### src/rtl/awt_pkg.sv
package awt_pkg;

	localparam int CHAR_BITS     = 16;
	localparam int MAX_TAG_LEVEL = 15;

	localparam int LVL_W = $clog2(MAX_TAG_LEVEL + 1);

	localparam logic [15:0] CHAR_MASK =
		(CHAR_BITS >= 16) ? 16'hFFFF : 16'((32'd1 << CHAR_BITS) - 32'd1);

	localparam int Q_DEPTH = 4;
	localparam int Q_PTR_W = $clog2(Q_DEPTH);
	localparam int Q_CNT_W = $clog2(Q_DEPTH + 1);

	localparam logic [1:0] CFG_WORD_SEP = 2'd0;
	localparam logic [1:0] CFG_TAG_SEP  = 2'd1;
	localparam logic [1:0] CFG_ALT_SEP  = 2'd2;
	localparam logic [1:0] CFG_ESCAPE   = 2'd3;

	localparam logic [15:0] RST_WORD_SEP = 16'd32;
	localparam logic [15:0] RST_TAG_SEP  = 16'd47;
	localparam logic [15:0] RST_ALT_SEP  = 16'd38;
	localparam logic [15:0] RST_ESCAPE   = 16'd92;

	typedef enum logic [2:0] {
		EV_WCHAR = 3'd0,
		EV_TCHAR = 3'd1,
		EV_TEND  = 3'd2,
		EV_WEND  = 3'd3,
		EV_LEND  = 3'd4,
		EV_ERR   = 3'd5
	} ev_kind_t;

	typedef enum logic [1:0] {
		ERR_NONE    = 2'd0,
		ERR_SEP     = 2'd1,
		ERR_ESCAPE  = 2'd2,
		ERR_EMPTY   = 2'd3
	} err_t;

	typedef enum logic [2:0] {
		PH_WORD    = 3'b001,
		PH_TAG     = 3'b010,
		PH_DISCARD = 3'b100
	} phase_t;

	typedef struct packed {
		logic        ev0_v;
		ev_kind_t    ev0_kind;
		logic [15:0] ev0_char;
		logic [3:0]  ev0_lvl;
		err_t        ev0_err;
		logic        wend_v;
		logic        lend_v;
	} bundle_t;

	typedef struct packed {
		logic empty;
		logic full;
	} q_stat_t;

	function automatic logic [3:0] lvl_report(input logic [LVL_W-1:0] lvl);
		logic [LVL_W+3:0] wide;
		wide = {4'b0000, lvl};
		return wide[3:0];
	endfunction

endpackage

### src/rtl/awt_front.sv
module awt_front (
	input  logic            clk,
	input  logic            arst_n,
	input  logic            cfg_we,
	input  logic [1:0]      cfg_index,
	input  logic [15:0]     cfg_data,
	input  logic            char_valid,
	output logic            char_stall,
	input  logic [15:0]     char_code,
	input  logic            line_end,
	input  awt_pkg::q_stat_t q_stat,
	output logic            push,
	output awt_pkg::bundle_t bundle
);

	logic [15:0] word_sep_q;
	logic [15:0] tag_sep_q;
	logic [15:0] alt_sep_q;
	logic [15:0] escape_q;

	awt_pkg::phase_t           phase_q, phase_d;
	logic                      esc_q, esc_d;
	logic                      word_has_q, word_has_d;
	logic                      tag_has_q, tag_has_d;
	logic [awt_pkg::LVL_W-1:0] level_q, level_d;

	logic [15:0] c;
	logic        is_word, is_tag, is_alt, is_esc;
	logic        accept;

	always_ff @(posedge clk or negedge arst_n) begin
		if (!arst_n) begin
			word_sep_q <= awt_pkg::RST_WORD_SEP;
			tag_sep_q  <= awt_pkg::RST_TAG_SEP;
			alt_sep_q  <= awt_pkg::RST_ALT_SEP;
			escape_q   <= awt_pkg::RST_ESCAPE;
		end else if (cfg_we) begin
			unique case (cfg_index)
				awt_pkg::CFG_WORD_SEP: word_sep_q <= cfg_data;
				awt_pkg::CFG_TAG_SEP:  tag_sep_q  <= cfg_data;
				awt_pkg::CFG_ALT_SEP:  alt_sep_q  <= cfg_data;
				awt_pkg::CFG_ESCAPE:   escape_q   <= cfg_data;
				default: ;
			endcase
		end
	end

	assign c       = char_code & awt_pkg::CHAR_MASK;
	assign is_word = (c == (word_sep_q & awt_pkg::CHAR_MASK));
	assign is_tag  = (c == (tag_sep_q & awt_pkg::CHAR_MASK));
	assign is_alt  = (c == (alt_sep_q & awt_pkg::CHAR_MASK));
	assign is_esc  = (c == (escape_q & awt_pkg::CHAR_MASK));

	always_comb begin
		phase_d    = phase_q;
		esc_d      = esc_q;
		word_has_d = word_has_q;
		tag_has_d  = tag_has_q;
		level_d    = level_q;
		bundle     = '0;
		bundle.ev0_kind = awt_pkg::EV_WCHAR;
		bundle.ev0_err  = awt_pkg::ERR_NONE;

		unique case (phase_q)
			awt_pkg::PH_WORD: begin
				if (esc_q) begin
					esc_d           = 1'b0;
					bundle.ev0_v    = 1'b1;
					bundle.ev0_kind = awt_pkg::EV_WCHAR;
					bundle.ev0_char = c;
					word_has_d      = 1'b1;
				end else if (is_word) begin
					if (word_has_q) begin
						bundle.ev0_v    = 1'b1;
						bundle.ev0_kind = awt_pkg::EV_WEND;
						word_has_d      = 1'b0;
					end
				end else if (is_tag) begin
					if (word_has_q) begin
						phase_d   = awt_pkg::PH_TAG;
						level_d   = '0;
						tag_has_d = 1'b0;
					end else begin
						bundle.ev0_v    = 1'b1;
						bundle.ev0_kind = awt_pkg::EV_ERR;
						bundle.ev0_err  = awt_pkg::ERR_EMPTY;
						phase_d         = awt_pkg::PH_DISCARD;
					end
				end else if (is_alt) begin
					bundle.ev0_v    = 1'b1;
					bundle.ev0_kind = awt_pkg::EV_ERR;
					bundle.ev0_err  = awt_pkg::ERR_SEP;
					phase_d         = awt_pkg::PH_DISCARD;
				end else if (is_esc) begin
					if (line_end) begin
						bundle.ev0_v    = 1'b1;
						bundle.ev0_kind = awt_pkg::EV_ERR;
						bundle.ev0_err  = awt_pkg::ERR_ESCAPE;
						phase_d         = awt_pkg::PH_DISCARD;
					end else begin
						esc_d = 1'b1;
					end
				end else begin
					bundle.ev0_v    = 1'b1;
					bundle.ev0_kind = awt_pkg::EV_WCHAR;
					bundle.ev0_char = c;
					word_has_d      = 1'b1;
				end
			end
			awt_pkg::PH_TAG: begin
				if (esc_q) begin
					esc_d           = 1'b0;
					bundle.ev0_v    = 1'b1;
					bundle.ev0_kind = awt_pkg::EV_TCHAR;
					bundle.ev0_char = c;
					bundle.ev0_lvl  = awt_pkg::lvl_report(level_q);
					tag_has_d       = 1'b1;
				end else if (is_word) begin
					bundle.ev0_v    = 1'b1;
					bundle.ev0_kind = awt_pkg::EV_WEND;
					phase_d         = awt_pkg::PH_WORD;
					word_has_d      = 1'b0;
					tag_has_d       = 1'b0;
					level_d         = '0;
				end else if (is_tag || is_alt) begin
					if (tag_has_q) begin
						bundle.ev0_v    = 1'b1;
						bundle.ev0_kind = awt_pkg::EV_TEND;
						bundle.ev0_lvl  = awt_pkg::lvl_report(level_q);
					end
					tag_has_d = 1'b0;
					if (is_tag &&
					    (level_q < awt_pkg::LVL_W'(awt_pkg::MAX_TAG_LEVEL))) begin
						level_d = level_q + 1'b1;
					end
				end else if (is_esc) begin
					if (line_end) begin
						bundle.ev0_v    = 1'b1;
						bundle.ev0_kind = awt_pkg::EV_ERR;
						bundle.ev0_err  = awt_pkg::ERR_ESCAPE;
						phase_d         = awt_pkg::PH_DISCARD;
					end else begin
						esc_d = 1'b1;
					end
				end else begin
					bundle.ev0_v    = 1'b1;
					bundle.ev0_kind = awt_pkg::EV_TCHAR;
					bundle.ev0_char = c;
					bundle.ev0_lvl  = awt_pkg::lvl_report(level_q);
					tag_has_d       = 1'b1;
				end
			end
			default: begin
				phase_d = awt_pkg::PH_DISCARD;
			end
		endcase

		if (phase_d == awt_pkg::PH_DISCARD) begin
			esc_d = 1'b0;
		end

		if (line_end) begin
			bundle.wend_v = ((phase_d == awt_pkg::PH_WORD) && word_has_d) ||
			                (phase_d == awt_pkg::PH_TAG);
			bundle.lend_v = 1'b1;
			phase_d    = awt_pkg::PH_WORD;
			esc_d      = 1'b0;
			word_has_d = 1'b0;
			tag_has_d  = 1'b0;
			level_d    = '0;
		end
	end

	assign char_stall = q_stat.full;
	assign accept     = char_valid && !q_stat.full;
	assign push       = accept && (bundle.ev0_v || bundle.lend_v);

	always_ff @(posedge clk or negedge arst_n) begin
		if (!arst_n) begin
			phase_q    <= awt_pkg::PH_WORD;
			esc_q      <= 1'b0;
			word_has_q <= 1'b0;
			tag_has_q  <= 1'b0;
			level_q    <= '0;
		end else if (accept) begin
			phase_q    <= phase_d;
			esc_q      <= esc_d;
			word_has_q <= word_has_d;
			tag_has_q  <= tag_has_d;
			level_q    <= level_d;
		end
	end

endmodule

### src/rtl/awt_queue.sv
module awt_queue (
	input  logic             clk,
	input  logic             arst_n,
	input  logic             push,
	input  awt_pkg::bundle_t push_data,
	input  logic             pop,
	output awt_pkg::bundle_t head,
	output awt_pkg::q_stat_t q_stat
);

	awt_pkg::bundle_t            mem_q [awt_pkg::Q_DEPTH];
	logic [awt_pkg::Q_PTR_W-1:0] wr_ptr_q;
	logic [awt_pkg::Q_PTR_W-1:0] rd_ptr_q;
	logic [awt_pkg::Q_CNT_W-1:0] count_q;
	logic                        do_push, do_pop;

	function automatic logic [awt_pkg::Q_PTR_W-1:0] ptr_next(
		input logic [awt_pkg::Q_PTR_W-1:0] p);
		return (p == awt_pkg::Q_PTR_W'(awt_pkg::Q_DEPTH - 1)) ? '0 : p + 1'b1;
	endfunction

	assign q_stat.empty = (count_q == '0);
	assign q_stat.full  = (count_q == awt_pkg::Q_CNT_W'(awt_pkg::Q_DEPTH));
	assign do_push      = push && !q_stat.full;
	assign do_pop       = pop && !q_stat.empty;
	assign head         = mem_q[rd_ptr_q];

	always_ff @(posedge clk) begin
		if (do_push) begin
			mem_q[wr_ptr_q] <= push_data;
		end
	end

	always_ff @(posedge clk or negedge arst_n) begin
		if (!arst_n) begin
			wr_ptr_q <= '0;
			rd_ptr_q <= '0;
			count_q  <= '0;
		end else begin
			if (do_push) begin
				wr_ptr_q <= ptr_next(wr_ptr_q);
			end
			if (do_pop) begin
				rd_ptr_q <= ptr_next(rd_ptr_q);
			end
			if (do_push && !do_pop) begin
				count_q <= count_q + 1'b1;
			end else if (do_pop && !do_push) begin
				count_q <= count_q - 1'b1;
			end
		end
	end

endmodule

### src/rtl/awt_back.sv
module awt_back (
	input  logic             clk,
	input  logic             arst_n,
	input  awt_pkg::bundle_t head,
	input  awt_pkg::q_stat_t q_stat,
	output logic             pop,
	output logic             event_valid,
	input  logic             event_stall,
	output logic [2:0]       event_kind,
	output logic [15:0]      char_value,
	output logic [3:0]       tag_level,
	output logic [1:0]       error_code,
	output logic             run_last
);

	logic [2:0]  done_q;
	logic [2:0]  pend;
	logic [2:0]  sel;
	logic        last;
	logic        load;
	logic        out_v_q;
	logic [2:0]  kind_d;
	logic [15:0] char_d;
	logic [3:0]  lvl_d;
	logic [1:0]  err_d;

	assign pend = q_stat.empty ? 3'b000 :
	              ({head.lend_v, head.wend_v, head.ev0_v} & ~done_q);

	always_comb begin
		sel    = 3'b000;
		kind_d = 3'(awt_pkg::EV_LEND);
		char_d = '0;
		lvl_d  = '0;
		err_d  = 2'(awt_pkg::ERR_NONE);
		priority if (pend[0]) begin
			sel    = 3'b001;
			kind_d = 3'(head.ev0_kind);
			char_d = head.ev0_char;
			lvl_d  = head.ev0_lvl;
			err_d  = 2'(head.ev0_err);
		end else if (pend[1]) begin
			sel    = 3'b010;
			kind_d = 3'(awt_pkg::EV_WEND);
		end else if (pend[2]) begin
			sel    = 3'b100;
			kind_d = 3'(awt_pkg::EV_LEND);
		end else begin
			sel    = 3'b000;
		end
	end

	assign last = ((pend & ~sel) == 3'b000);
	assign load = (pend != 3'b000) && (!out_v_q || !event_stall);
	assign pop  = load && last;

	always_ff @(posedge clk or negedge arst_n) begin
		if (!arst_n) begin
			done_q  <= 3'b000;
			out_v_q <= 1'b0;
		end else begin
			if (load) begin
				done_q  <= last ? 3'b000 : (done_q | sel);
				out_v_q <= 1'b1;
			end else if (!event_stall) begin
				out_v_q <= 1'b0;
			end
		end
	end

	always_ff @(posedge clk) begin
		if (load) begin
			event_kind <= kind_d;
			char_value <= char_d;
			tag_level  <= lvl_d;
			error_code <= err_d;
			run_last   <= last;
		end
	end

	assign event_valid = out_v_q;

endmodule

### src/rtl/annotated_word_tag_tokenizer.sv
// Annotated word and tag tokenizer.
// Input channel (char_valid/char_stall): one mapped character per request,
// with line_end set on the last character of a line.
// Output channel (event_valid/event_stall): one event per request, carrying
// event_kind, char_value, tag_level, error_code and run_last; run_last marks
// the final event caused by one character.
// Configuration: cfg_we with cfg_index and cfg_data writes one separator or
// the escape code; write only while the block is idle.
// The events of a character pass through the queue and then the output
// register before they appear on event_valid.
// Throughput: one character per cycle while each character causes at most
// one event and event_stall is low; a character causing more events holds
// the output serialiser until each is sent. A four-entry queue between the
// parser and the serialiser absorbs such bursts before char_stall rises.
// Reset: all separators return to their defaults, the parser returns to the
// start of a line and the queue and output register empty.
// When event_stall is high the output event holds and the queue fills; once
// it is full char_stall is raised until the serialiser drains an entry.
module annotated_word_tag_tokenizer (
	input  logic        clk,
	input  logic        arst_n,
	input  logic        cfg_we,
	input  logic [1:0]  cfg_index,
	input  logic [15:0] cfg_data,
	input  logic        char_valid,
	output logic        char_stall,
	input  logic [15:0] char_code,
	input  logic        line_end,
	output logic        event_valid,
	input  logic        event_stall,
	output logic [2:0]  event_kind,
	output logic [15:0] char_value,
	output logic [3:0]  tag_level,
	output logic [1:0]  error_code,
	output logic        run_last
);

	awt_pkg::bundle_t push_data;
	awt_pkg::bundle_t head;
	awt_pkg::q_stat_t q_stat;
	logic             push;
	logic             pop;

	awt_front u_front (
		.clk        (clk),
		.arst_n     (arst_n),
		.cfg_we     (cfg_we),
		.cfg_index  (cfg_index),
		.cfg_data   (cfg_data),
		.char_valid (char_valid),
		.char_stall (char_stall),
		.char_code  (char_code),
		.line_end   (line_end),
		.q_stat     (q_stat),
		.push       (push),
		.bundle     (push_data)
	);

	awt_queue u_queue (
		.clk       (clk),
		.arst_n    (arst_n),
		.push      (push),
		.push_data (push_data),
		.pop       (pop),
		.head      (head),
		.q_stat    (q_stat)
	);

	awt_back u_back (
		.clk         (clk),
		.arst_n      (arst_n),
		.head        (head),
		.q_stat      (q_stat),
		.pop         (pop),
		.event_valid (event_valid),
		.event_stall (event_stall),
		.event_kind  (event_kind),
		.char_value  (char_value),
		.tag_level   (tag_level),
		.error_code  (error_code),
		.run_last    (run_last)
	);

`ifndef ASSERT_OFF
	a_line_queued: assert property (@(posedge clk) disable iff (!arst_n)
		(char_valid && !char_stall && line_end) |=> !q_stat.empty)
		else $error("line end accepted but queue empty");

	a_lend_last: assert property (@(posedge clk) disable iff (!arst_n)
		(event_valid && (event_kind == 3'(awt_pkg::EV_LEND))) |-> run_last)
		else $error("line end event not marked last");

	a_char_zero: assert property (@(posedge clk) disable iff (!arst_n)
		(event_valid && (event_kind != 3'(awt_pkg::EV_WCHAR)) &&
		 (event_kind != 3'(awt_pkg::EV_TCHAR))) |-> (char_value == 16'd0))
		else $error("char value set on non-character event");

	a_pop_loads: assert property (@(posedge clk) disable iff (!arst_n)
		pop |=> event_valid && run_last)
		else $error("bundle retired without its last event");
`endif

endmodule

### config.mk
export PLATFORM = sky130hd
export DESIGN_NAME = annotated_word_tag_tokenizer
export DESIGN_NICKNAME = d
export VERILOG_FILES = /design/src/rtl/awt_pkg.sv /design/src/rtl/awt_front.sv /design/src/rtl/awt_queue.sv /design/src/rtl/awt_back.sv /design/src/rtl/annotated_word_tag_tokenizer.sv
export SDC_FILE = /design/constraint.sdc
export NUM_CORES = 1
export LEC_CHECK = 0
export ABC_CLOCK_PERIOD_IN_PS = 5120
export BUFFER_PORTS_ARGS = -buffer_cell sky130_fd_sc_hd__buf_4
export CORE_UTILIZATION = 60
export DETAILED_ROUTE_END_ITERATION = 8
export PLACE_DENSITY_LB_ADDON = 0.2
export SLEW_MARGIN = 15
export SYNTH_ARGS = -nofsm -noshare
export SYNTH_HDL_FRONTEND = slang
export SYNTH_SLANG_ARGS = --single-unit
### constraint.sdc
create_clock -name clk -period 5.12 [get_ports clk]
set_clock_uncertainty 0.2 [all_clocks]
set_input_delay 1.024 -clock clk [delete_from_list [all_inputs] [get_ports clk]]
set_output_delay 1.024 -clock clk [all_outputs]
set_load 0.01 [all_outputs]
* After elaboration in Yosys (flattened, before gate mapping)
Memory sizes are Yosys's and may differ from the RTL's. Index checks and enable logic that the tools add are counted.
Cells by class: $add $sub $neg 5, magnitude comparators 1, equality and inequality tests 24, multiplexer cells 102, bitwise logic cells 5, reduce and logical (&&, ||, !) cells 34
Operator list (number):
- 2-to-1 mux 4 bit | 23
- 2-to-1 mux 16 bit | 5
- equality test 16 bit | 4
- 2-to-1 mux 3 bit | 20
- 2-to-1 mux 20 bit | 2
- one-hot mux 20 bit (2 select lines) | 1
- 2-to-1 mux 1 bit | 31
- 2-to-1 mux 2 bit | 12
- 2-to-1 mux 24 bit | 1
- 2-to-1 mux 22 bit | 1
- logical AND 1 bit | 10
- AND reduction 2 bit | 5
- inequality test 3 bit (second input constant) | 3
- AND reduction 9 bit | 1
- equality test 2 bit (second input constant) | 4
- inequality test 4 x 2 -> 1 bit (second input constant) | 2
- one-hot mux 4 bit (2 select lines) | 1
- AND reduction 7 bit | 1
- AND 3 bit | 2
- equality test 3 x 1 -> 1 bit (second input constant) | 2
- equality test 3 x 2 -> 1 bit (second input constant) | 2
- equality test 3 bit (second input constant) | 2
- logical NOT 1 bit | 6
- logical NOT 3 bit | 2
- 19 further kinds | 28
Word-level totals: register bits 111, RAM bits 112, input bits 40, output and inout port bits 28, word-level logic and storage cells 191, memories kept 1
Memory list:
- u_queue.mem_q | depth 4, width 28, rd ports 1, clocked after memory_dff 0, write ports 1, line awt_queue.sv:11 | awt_pkg::bundle_t mem_q [awt_pkg::Q_DEPTH];

* Longest topological paths before layout
Gate-level depths: netlist of run 1.
depth after elaboration 18, gate-level depth with buffers 15, mapped depth without buffers 13

* Cells and area by module
Synthesis of run 1 repeated with hierarchy kept, for this count alone.
Second synthesis, totals: cells, all modules 657, area total of the unflattened synthesis 10035.9 um2
Modules (own cells, without submodules):
- awt_queue | instances 1, cells an instance 183, area an instance 4484.3 um2, seq. area each 3538.4 um2
- awt_front | instances 1, cells an instance 381, area an instance 4299.1 um2, seq. area each 1869.3 um2
- awt_back | instances 1, cells an instance 93, area an instance 1252.5 um2, seq. area each 880.8 um2

* Worst setup path after synthesis of run 1
Ideal clock, no wire load.
path type input to register, from input port char_code[12], to register u_queue.count_q[2] (netlist name), library setup time 0.079 ns, arrival 3.835 ns, data required time 4.841 ns, path slack 1.005 ns, stages on the path 15, buffers on the path 2, cell sequence clkbuf_1 > xnor2_1 > nand4_1 > nor4_2 > a21oi_1 > o31a_1 > o22ai_2 > o21ba_1 > buf_6 > ha_1 > inv_1 > fa_1 > xor2_1 > nor2_1 > xor2_1
RTL lines:
- start, declared | line annotated_word_tag_tokenizer.sv:27 | input logic [15:0] char_code,
- end signal, assigned | line awt_queue.sv:47 | count_q <= count_q + 1'b1;
- end signal, assigned | line awt_queue.sv:49 | count_q <= count_q - 1'b1;
- end, declared | line awt_queue.sv:14 | logic [awt_pkg::Q_CNT_W-1:0] count_q;

==> impl_metrics.ini, run 1 <==
[pwr]
pwr-share-comb = 0.302
p_sw_uw = 1870
intPower_uw = 4390
clock_power_share = 0.246
peakVddDrop_mv = 0.254
seq_power_share = 0.452
p_leak_uw = 0.00418
powerDensity_nw_per_um2 = 555
p_total_uw = 6260
switching_share = 0.299

[die]
dieArea_sq_um = 17000
start_util = 0.619
die_w_um = 131
die_h_um = 131
pin_count = 68
core_sq_um = 16000
num_rows = 46

[setup_path]
required_ps = 5340
start_kind = primary input
crit_type = primary input to flip-flop
arrival_ps = 4180
cp_max_fo = 7
end_kind = flip-flop

[grt]
antenna_found_initial = 0
grt_pass1_vias = 5493
track_usage = 0.235
grt_overflow = 0
grt_pass1_wl_mm = 29.9
grt_max_degree = 56

[yosys]
synth-edff-count = 138
ys_top_cells_by_area = edfxtp_1 (42%), dfrtp_1 (18%), mux2_2 (8.3%)
seq_area_frac_synth = 0.634
syn_inst = 633
yosys_most_used_dff = edfxtp_1
synth_fp_nets = 681
syn_area_per_cell_sq_um = 15.7
syn_area_sq_um = 9910
synthDominantCellAreaShare = 0.418
yosysWarnings = 0
ys_seq_elements = 223
synth.largest_area_cell = edfxtp_1
synth.distinct_cells = 58
async_flop_share = 0.381

[place]
placed_area_sq_um = 10600
portBuffers = 67
gp_congestion = 0.944
dp_hpwl_mm = 12.3
place_ws_ps = 651

[sta]
tns_ps = 0
hold_violations = 0
min_period_over_period = 0.772
max-slew-margin-rel = 0.369
slew_violations = 0
setup_ws_ps = 1170
fmax_mhz = 253
rsz0062_at_grt = false
worst_pin_slew_ps = 943
min_period_ps = 3950
setup_violations = 0

[route]
drt_pass1_iterations = 5
num_vias = 5378
drcViolationCount = 0
initialDrtViolationCount = 476
wl_per_cell_um = 20.1
routed_wirelength_mm = 18.8
viasPerCell = 5.75
ant_nets = 0

[cts]
cts_tree = built
clock-root-buffer = clkbuf_16
postCtsHoldBufs = 0
h-tree-depth = 1
numCtsBuffers = 24
post_cts_buffers = 0
clk_pin_slew_ps = 60
clk_latency_ps = 500
cts_sinks = 223
cts_resized = 0
clockBufferDepth = 3

[layout]
drive_above_1_share = 0.335
area_growth_pct = 13.8
num_antenna_cells = 0
nNetsFinal = 750
design_area_sq_um = 11300
final_util = 0.705

[outcome]
status = complete, no violations

[run]
max_cap_violations = 0

[worst_hold_path]
hold_class = flip-flop to flip-flop
==> worst paths after layout <==
check | to | cells past startpoint | startpoint | slack (ps)
max | u_queue.count_q[2]$_DFFE_PN0P_ | 14 | char_code[2] | 1170
min | u_queue.count_q[2]$_DFFE_PN0P_ | 1 | u_queue.count_q[2]$_DFFE_PN0P_ | 310
max reg2reg | u_queue.count_q[2]$_DFFE_PN0P_ | 13 | u_front.tag_sep_q[2]$_DFFE_PN1P_ | 1360
min reg2reg | u_queue.count_q[2]$_DFFE_PN0P_ | 1 | u_queue.count_q[2]$_DFFE_PN0P_ | 310
max in group asynchronous | u_front.phase_q[0]$_DFFE_PN1P_ | 2 | arst_n | 3430
min in group asynchronous | u_front.alt_sep_q[6]$_DFFE_PN0P_ | 1 | arst_n | 380
==> synth_stat cells (6+ instances only) <==
master    number
a21oi_1       10
and2_1        20
and3_1         6
buf_6         10
clkbuf_1      19
dfrtp_1       71
dfstp_2       14
edfxtp_1     138
ha_1           7
inv_1          9
mux2_2        73
mux4_2        25
nand2_1       15
nand4_1       17
nor2_1        18
nor2b_1       24
o21ai_0       16
xnor2_1       63
==> routing by layer <==
layer,global-route usage,vias to the layer above,routed length (um)
li1,-,2475,-
met1,0.326,2705,8100
met2,0.395,174,9390
met3,0.0322,24,1040
met4,0.0595,0,302
met5,0,-,0
==> final cells by class <==
class / count / area, sq um
repair buffers: 80 / 601
well taps: 216 / 270
clock buffers: 36 / 667
fillers: 1074 / 4720
flip-flops and latches: 223 / 6290
clock inverters: 8 / 36.3
multi-input cells: 364 / 3380
inverters: 9 / 33.8
==> logic make-up after synthesis <==
family          count (synthesis)  synth area share
flops                         223             0.634
xor+xnor                       68            0.0624
fa+ha+maj                       9            0.0119
simple gates                  131            0.0834
buf+inv                        46            0.0259
mux                           103             0.146
compound gates                 53            0.0362
==> critical path, cell delays in order <==
cell	delay (ps)
buf_4	140
xnor2_1	180
nand4_1	190
nor4_4	550
nor4b_4	100
o31a_1	260
o22ai_2	210
o21ba_1	300
ha_1	250
inv_1	70
fa_1	440
xor2_1	170
nor2_1	110
xor2_1	160
==> flip-flops by register name, summed over array words and instances (netlist names) <==
| name | flops |
|---|---|
| u_back.done_q | 3 |
| u_back.tag_level | 4 |
| u_back.event_kind | 3 |
| u_front.tag_sep_q | 16 |
| u_front.esc_q | 1 |
| u_front.tag_has_q | 1 |
| u_queue.count_q | 3 |
| u_queue.rd_ptr_q | 2 |
| u_queue.wr_ptr_q | 2 |
| u_front.level_q | 4 |
| u_back.char_value | 16 |
| u_back.error_code | 2 |
| u_queue.mem_q | 112 |
| u_front.word_has_q | 1 |
| u_back.event_valid | 1 |
| u_front.escape_q | 16 |
| u_back.run_last | 1 |
| u_front.word_sep_q | 16 |
| u_front.phase_q | 3 |
| u_front.alt_sep_q | 16 |
==> placed cells by master (no fill, tap or decap), drive strengths merged, types with 2 or more instances in the layout <==
master and n:
nor2b 24, a21oi 10, o22ai 2, nand2b 4
a211oi 4, nor4 5, nand4 18, edfxtp 138
a22o 2, nand3 3, nor2 18, nand2 15
nor3b 5, a22oi 2, a21boi 2, a21o 2
dfstp 14, clkbuf 36, o21ai 16, nor3 4
xnor2 66, and2 21, mux2i 3, buf 80
nand3b 4, o31ai 3, inv 9, xor2 2
and3 6, mux4 25, o31a 2, mux2 75
clkinv 7, ha 7, dfrtp 71, or2 2
==> per-stage QoR <==
stage               instances  hold WS [ps]
floorplan                 633           251
global placement          892           275
detailed placement        892           293
CTS                       936           300
global route              936           327
finish                    936           306
==> power by group through the flow <==
stage / clock [uW] / sequential (uW) / combinational (uW)
after floorplan: 0 / 2840 / 1300
after global placement: 0 / 2830 / 1840
after detailed placement: 0 / 2860 / 1900
after CTS: 1570 / 2840 / 1920
after global routing: 1640 / 2890 / 2080
final: 1540 / 2830 / 1890
Note: power is estimated with default switching activity, not from simulation.
==> run 2, diff against run 1 <==
--- a/config.mk
+++ b/config.mk
@@ -5,7 +5,7 @@
 export SDC_FILE = /design/constraint.sdc
 export NUM_CORES = 1
 export LEC_CHECK = 0
-export ABC_CLOCK_PERIOD_IN_PS = 5120
+export ABC_CLOCK_PERIOD_IN_PS = 3700
 export BUFFER_PORTS_ARGS = -buffer_cell sky130_fd_sc_hd__buf_4
 export CORE_UTILIZATION = 60
 export DETAILED_ROUTE_END_ITERATION = 8
==> constraint.sdc (replaced) <==
create_clock -name clk -period 3.7 [get_ports clk]
set_clock_uncertainty 0.2 [all_clocks]
set_input_delay 0.74 -clock clk [delete_from_list [all_inputs] [get_ports clk]]
set_output_delay 0.74 -clock clk [all_outputs]
set_load 0.01 [all_outputs]
==> run 2 against run 1 <==
Compared with the run above:
- register-to-register slack lost 1200 ps
- die area is the same
- cell area grew 2.4%
- via count grew 1.7%
- highest routed layer unchanged
- flip-flop and latch count is the same
- sequential power grew 37%
- cell count grew 1.9%
- critical path depth shrank 1
- sequential share of layout area shrank 1.3 points
- count of clock-buffer cells in the layout shrank 9
- critical path type is now flip-flop to flip-flop
- total power grew 42%
- worst hold slack lost 250 ps
==> impl_metrics.ini, run 2 (synthesis results as in run 1) <==
[setup_path]
crit_family = simple AND/OR/NAND/NOR gates
required_ps = 3910
path_buf_inv = 1
arrival_ps = 3710
end_kind = flip-flop
crit_chain = xnor2_1 > nand4_1 > nor4_4 > nor4b_4 > o31a_1 > o22ai_2 > o21ba_1 > ha_1 > inv_1 > fa_1 > xor2_1 > nor2_1 > xor2_1
r2r_setup_slack_ps = 200
cp_common_cell = xor2_1
cp_max_fo = 4
slowest_stage = dfstp_2
crit_type = flip-flop to flip-flop
cpPeakStageDelay_ps = 540
start_kind = flip-flop

[die]
start_util = 0.619
die_w_um = 131
pin_count = 68
die_h_um = 131
num_rows = 46
dieArea_sq_um = 17000
core_sq_um = 16000

[route]
ant_nets = 0
initialDrtViolationCount = 337
drt_pass1_iterations = 4
viasPerCell = 5.73
drcViolationCount = 0
routed_wirelength_mm = 19.4
num_vias = 5470
wl_per_cell_um = 20.3

[outcome]
status = complete, no violations

[sta]
setup_violations = 0
hold_violations = 0
max-slew-margin-rel = 0.316
min_period_ps = 3500
min_period_over_period = 0.945
holdWs_ps = 54.8
worst_pin_slew_ps = 1020
rsz0062_at_grt = false
fmax_mhz = 286
slew_violations = 0

[grt]
grt_pass1_vias = 5618
grt_overflow = 0
antenna_found_initial = 0
grt_pass1_wl_mm = 30.4
grt_max_degree = 51
track_usage = 0.239

[cts]
clock-root-buffer = clkbuf_16
clk_latency_ps = 510
cts_sinks = 223
h-tree-depth = 1
clockBufferDepth = 3
cts_tree = built
post_cts_buffers = 0
clk_pin_slew_ps = 60
numCtsBuffers = 23

[layout]
nNetsFinal = 769
layout_common_cells = edfxtp_1 (138), buf_4 (95), mux2_2 (73)
area_growth_pct = 16.5
top_register = u_queue.mem_q
largest_register_ffs = 112
num_antenna_cells = 0
layout_commonest_cell = edfxtp_1
drive_above_1_share = 0.362

[place]
portBuffers = 67
dp_hpwl_mm = 13.1
gp_congestion = 0.875

[pwr]
powerDensity_nw_per_um2 = 771
p_leak_uw = 0.00434
p_total_uw = 8910
peakVddDrop_mv = 0.402

[run]
max_cap_violations = 0

[worst_hold_path]
hold_class = primary input to async pin
## run 2: cell types whose count changed in the layout (fill, tap and decap cells not counted), sizes merged
cell,change
buf,+20
bufinv,+3
clkbuf,-9
clkinv,+3
inv,+1
## run 2: worst paths after layout
check / cells after the start / start / to
min in group clk: 2 / cfg_data[7] / u_front.escape_q[7]$_DFFE_PN0P_
setup reg to reg: 13 / u_front.alt_sep_q[5]$_DFFE_PN1P_ / u_queue.count_q[2]$_DFFE_PN0P_
hold reg to reg: 1 / u_back.done_q[1]$_DFFE_PN0P_ / u_back.done_q[1]$_DFFE_PN0P_
hold / removal: 1 / arst_n / u_front.word_sep_q[6]$_DFFE_PN0P_
max in group asynchronous: 2 / arst_n / u_front.escape_q[3]$_DFFE_PN1P_
setup / recovery: 13 / u_front.alt_sep_q[5]$_DFFE_PN1P_ / u_queue.count_q[2]$_DFFE_PN0P_
## run 2: per-stage QoR
step | cells | setup TNS [ps] | instance area, sq um | setup slack, ps | util
after floorplan | 633 | 0 | 9930 | 1.62 | -
after global placement | 912 | -268 | 10800 | -163 | 0.675
after detailed placement | 912 | -354 | 10800 | -208 | 0.675
after CTS | 954 | 0 | 11500 | 193 | 0.722
after global routing | 954 | 0 | 11500 | 43.6 | 0.722
final | 954 | 0 | 11500 | 202 | 0.722
## run 2: layout make-up
class	instances	area (sq um)
Clock buffer	27	591
Clock inverter	15	153
Sequential cell	223	6290
Tap cell	216	270
Inverter	9	33.8
Timing Repair Buffer	100	813
Multi-Input combinational cell	364	3400
Fill cell	1052	4450
## run 2: per-layer routing
| metal | share of wire | GRT usage | up-vias |
|---|---|---|---|
| li1 | - | - | 2523 |
| met1 | 0.44 | 0.332 | 2775 |
| met2 | 0.50 | 0.398 | 145 |
| met3 | 0.045 | 0.0330 | 27 |
| met4 | 0.020 | 0.0676 | 0 |
| met5 | 0 | 0 | - |
## run 2: repair_timing
action / 4_1_cts / 5_1_grt
hold buffers: 0 / 0
endpoints found under the setup margin: 0 / 1
gates resized for setup: 0 / 0
## run 2: report_power, final
group          total (uW)  internal (uW)  switching [uW]
Sequential           3890           3590             298
Combinational        2750           1320            1420
Clock                2270           1350             918
==> run 3, diff against run 2 <==
--- a/config.mk
+++ b/config.mk
@@ -5,9 +5,9 @@
 export SDC_FILE = /design/constraint.sdc
 export NUM_CORES = 1
 export LEC_CHECK = 0
-export ABC_CLOCK_PERIOD_IN_PS = 3700
+export ABC_CLOCK_PERIOD_IN_PS = 3200
 export BUFFER_PORTS_ARGS = -buffer_cell sky130_fd_sc_hd__buf_4
-export CORE_UTILIZATION = 60
+export CORE_UTILIZATION = 54
 export DETAILED_ROUTE_END_ITERATION = 8
 export PLACE_DENSITY_LB_ADDON = 0.2
 export SLEW_MARGIN = 15
==> constraint.sdc (replaced) <==
create_clock -name clk -period 3.2 [get_ports clk]
set_clock_uncertainty 0.2 [all_clocks]
set_input_delay 0.64 -clock clk [delete_from_list [all_inputs] [get_ports clk]]
set_output_delay 0.64 -clock clk [all_outputs]
set_load 0.01 [all_outputs]
==> run 3 against run 2 <==
Compared with the run above:
- the flow now finishes with violations (design-rule violations, negative hold slack, negative setup slack)
- worst setup slack worse by 310 ps
- global-route usage down 2.1 points
- via count up 1.2%
- cell area increased by 3.3%
- clock power increased by 7%
- cell count increased by 4.6%
- worst hold slack worse by 81 ps
- core utilization decreased by 5.8 points
- sequential share of layout area shrank 1.7 points
- first-iteration DRC count fell by 6.5%
- maximum frequency rose by 5.8%
==> impl_metrics.ini, run 3 (synthesis results as in run 1) <==
[layout]
layout_commonest_cell = edfxtp_1
design_area_sq_um = 11900
nFillCells = 1292
largest_register_ffs = 112
nNetsFinal = 801
num_antenna_cells = 0
area_growth_pct = 20.3
final_util = 0.664
layout_common_cells = edfxtp_1 (138), buf_4 (120), mux2_2 (73)
drive_above_1_share = 0.404
instances_no_fill = 998
top_register = u_queue.mem_q

[sta]
holdWs_ps = -25.9
setup_ws_ps = -106
fmax_mhz = 302
rsz0062_at_grt = true
min_period_ps = 3310
min_period_over_period = 1.03
slew_violations = 0
hold_violations = 13
max-slew-margin-rel = 0.525
tns_ps = -147
setup_violations = 2
worst_pin_slew_ps = 712

[cts]
numCtsBuffers = 23
cts_sinks = 223
h-tree-depth = 1
clk_latency_ps = 500
clock-root-buffer = clkbuf_16
clockBufferDepth = 3
clk_pin_slew_ps = 60
cts_tree = built
postCtsHoldBufs = 0

[die]
pin_count = 68
die_w_um = 137
num_rows = 49
dieArea_sq_um = 18900
die_h_um = 137
core_sq_um = 18000
start_util = 0.552

[route]
initialDrtViolationCount = 315
wl_met3_um = 815
drcViolationCount = 2
drt_pass1_iterations = 7
drt-met1-wl_mm = 9.46
num_vias = 5536
viasPerCell = 5.55
ant_nets = 0
wl_per_cell_um = 20.3
wl_met2_mm = 9.66
routed_wirelength_mm = 20.3
top_layer = met4

[grt]
track_usage = 0.218
antenna_found_initial = 0
grt_pass1_vias = 5585
grt_overflow = 0
grt_max_degree = 53
grt_pass1_wl_mm = 30.6

[worst_hold_path]
hold_class = primary input to async pin

[place]
dp_hpwl_mm = 13.5
gp_congestion = 0.857
place_ws_ps = -535
dp_cells = 949
portBuffers = 67
placed_area_sq_um = 11100

[setup_path]
start_kind = flip-flop
cp_max_fo = 4
end_kind = flip-flop
crit_type = flip-flop to flip-flop
required_ps = 3380
arrival_ps = 3490

[outcome]
status = finished, violations left
violations = design-rule violations, negative hold slack, negative setup slack

[run]
max_cap_violations = 0

[pwr]
p_leak_uw = 0.00454
peakVddDrop_mv = 0.593
powerDensity_nw_per_um2 = 872
-- run 3: cell types whose count changed in the layout (fill, tap and decap cells not counted), moves of 3 or more --
cell and change:
and2_1 -4, and2_4 +3, buf_4 +25, buf_6 +3, clkbuf_1 +4, clkbuf_16 +4
xnor2_1 -7, xnor2_2 +7
-- run 3: final cells by class --
| class | count | area (sq um) | area share |
|---|---|---|---|
| Timing Repair Buffer | 132 | 1130 | 0.0951 |
| Tap cell | 229 | 287 | 0.0240 |
| Inverter | 9 | 33.8 | 0.00283 |
| Clock inverter | 10 | 80.1 | 0.00671 |
| Sequential cell | 223 | 6290 | 0.527 |
| Multi-Input combinational cell | 364 | 3500 | 0.293 |
| Clock buffer | 31 | 606 | 0.0508 |
-- run 3: what timing repair did --
item | 4_1_cts | 5_1_grt
buffers inserted | 2 | 1
setup endpoints to repair | 86 | 107
pin swaps | 19 | 6
endpoints found under the hold margin | 0 | 0
gates resized for setup | 6 | 5
cloned | 0 | 6
-- run 3: power breakdown --
part	switching [uW]	internal, uW	total [uW]	leakage [uW]
combinational	1700	1750	3460	0.00192
clock	1030	1410	2440	0.000330
sequential	353	4150	4510	0.00229
-- run 3: final timing paths --
path,from,endpoint,slack (ps),cells after the start
min in group clk,cfg_data[2],u_front.escape_q[2]$_DFFE_PN1P_,200,2
hold / removal,arst_n,u_back.event_valid$_DFFE_PN0P_,-30,1
setup / recovery,u_front.tag_sep_q[1]$_DFFE_PN1P_,u_queue.count_q[1]$_DFFE_PN0P_,-110,13
hold reg to reg,u_front.level_q[3]$_DFFE_PN0P_,u_front.level_q[3]$_DFFE_PN0P_,300,1
max in group asynchronous,arst_n,u_front.escape_q[3]$_DFFE_PN1P_,2070,2
setup reg to reg,u_front.tag_sep_q[1]$_DFFE_PN1P_,u_queue.count_q[1]$_DFFE_PN0P_,-110,13
-- run 3: metal layers --
metal | global-route usage | up-vias
met5 | 0 | -
met4 | 0.0598 | 0
met3 | 0.0276 | 26
met2 | 0.353 | 112
met1 | 0.312 | 2812
li1 | - | 2586
-- run 3: critical path, stage by stage (launching register included) --
cell and delay, ps:
dfstp_2 550, xnor2_2 120, nand4_1 210, nor4_4 290
buf_4 210, buf_6 100, and2_4 130, o31a_1 150
o22ai_2 80, o21ba_4 250, ha_4 160, inv_2 50
fa_2 410, mux2_2 260
-- run 3: per-stage QoR --
stage	power [uW]	hold WS, ps
floorplan	6670	144
global placement	7780	271
detailed placement	7900	285
CTS	10400	8.04
global route	11000	20.3
finish	10400	-25.9
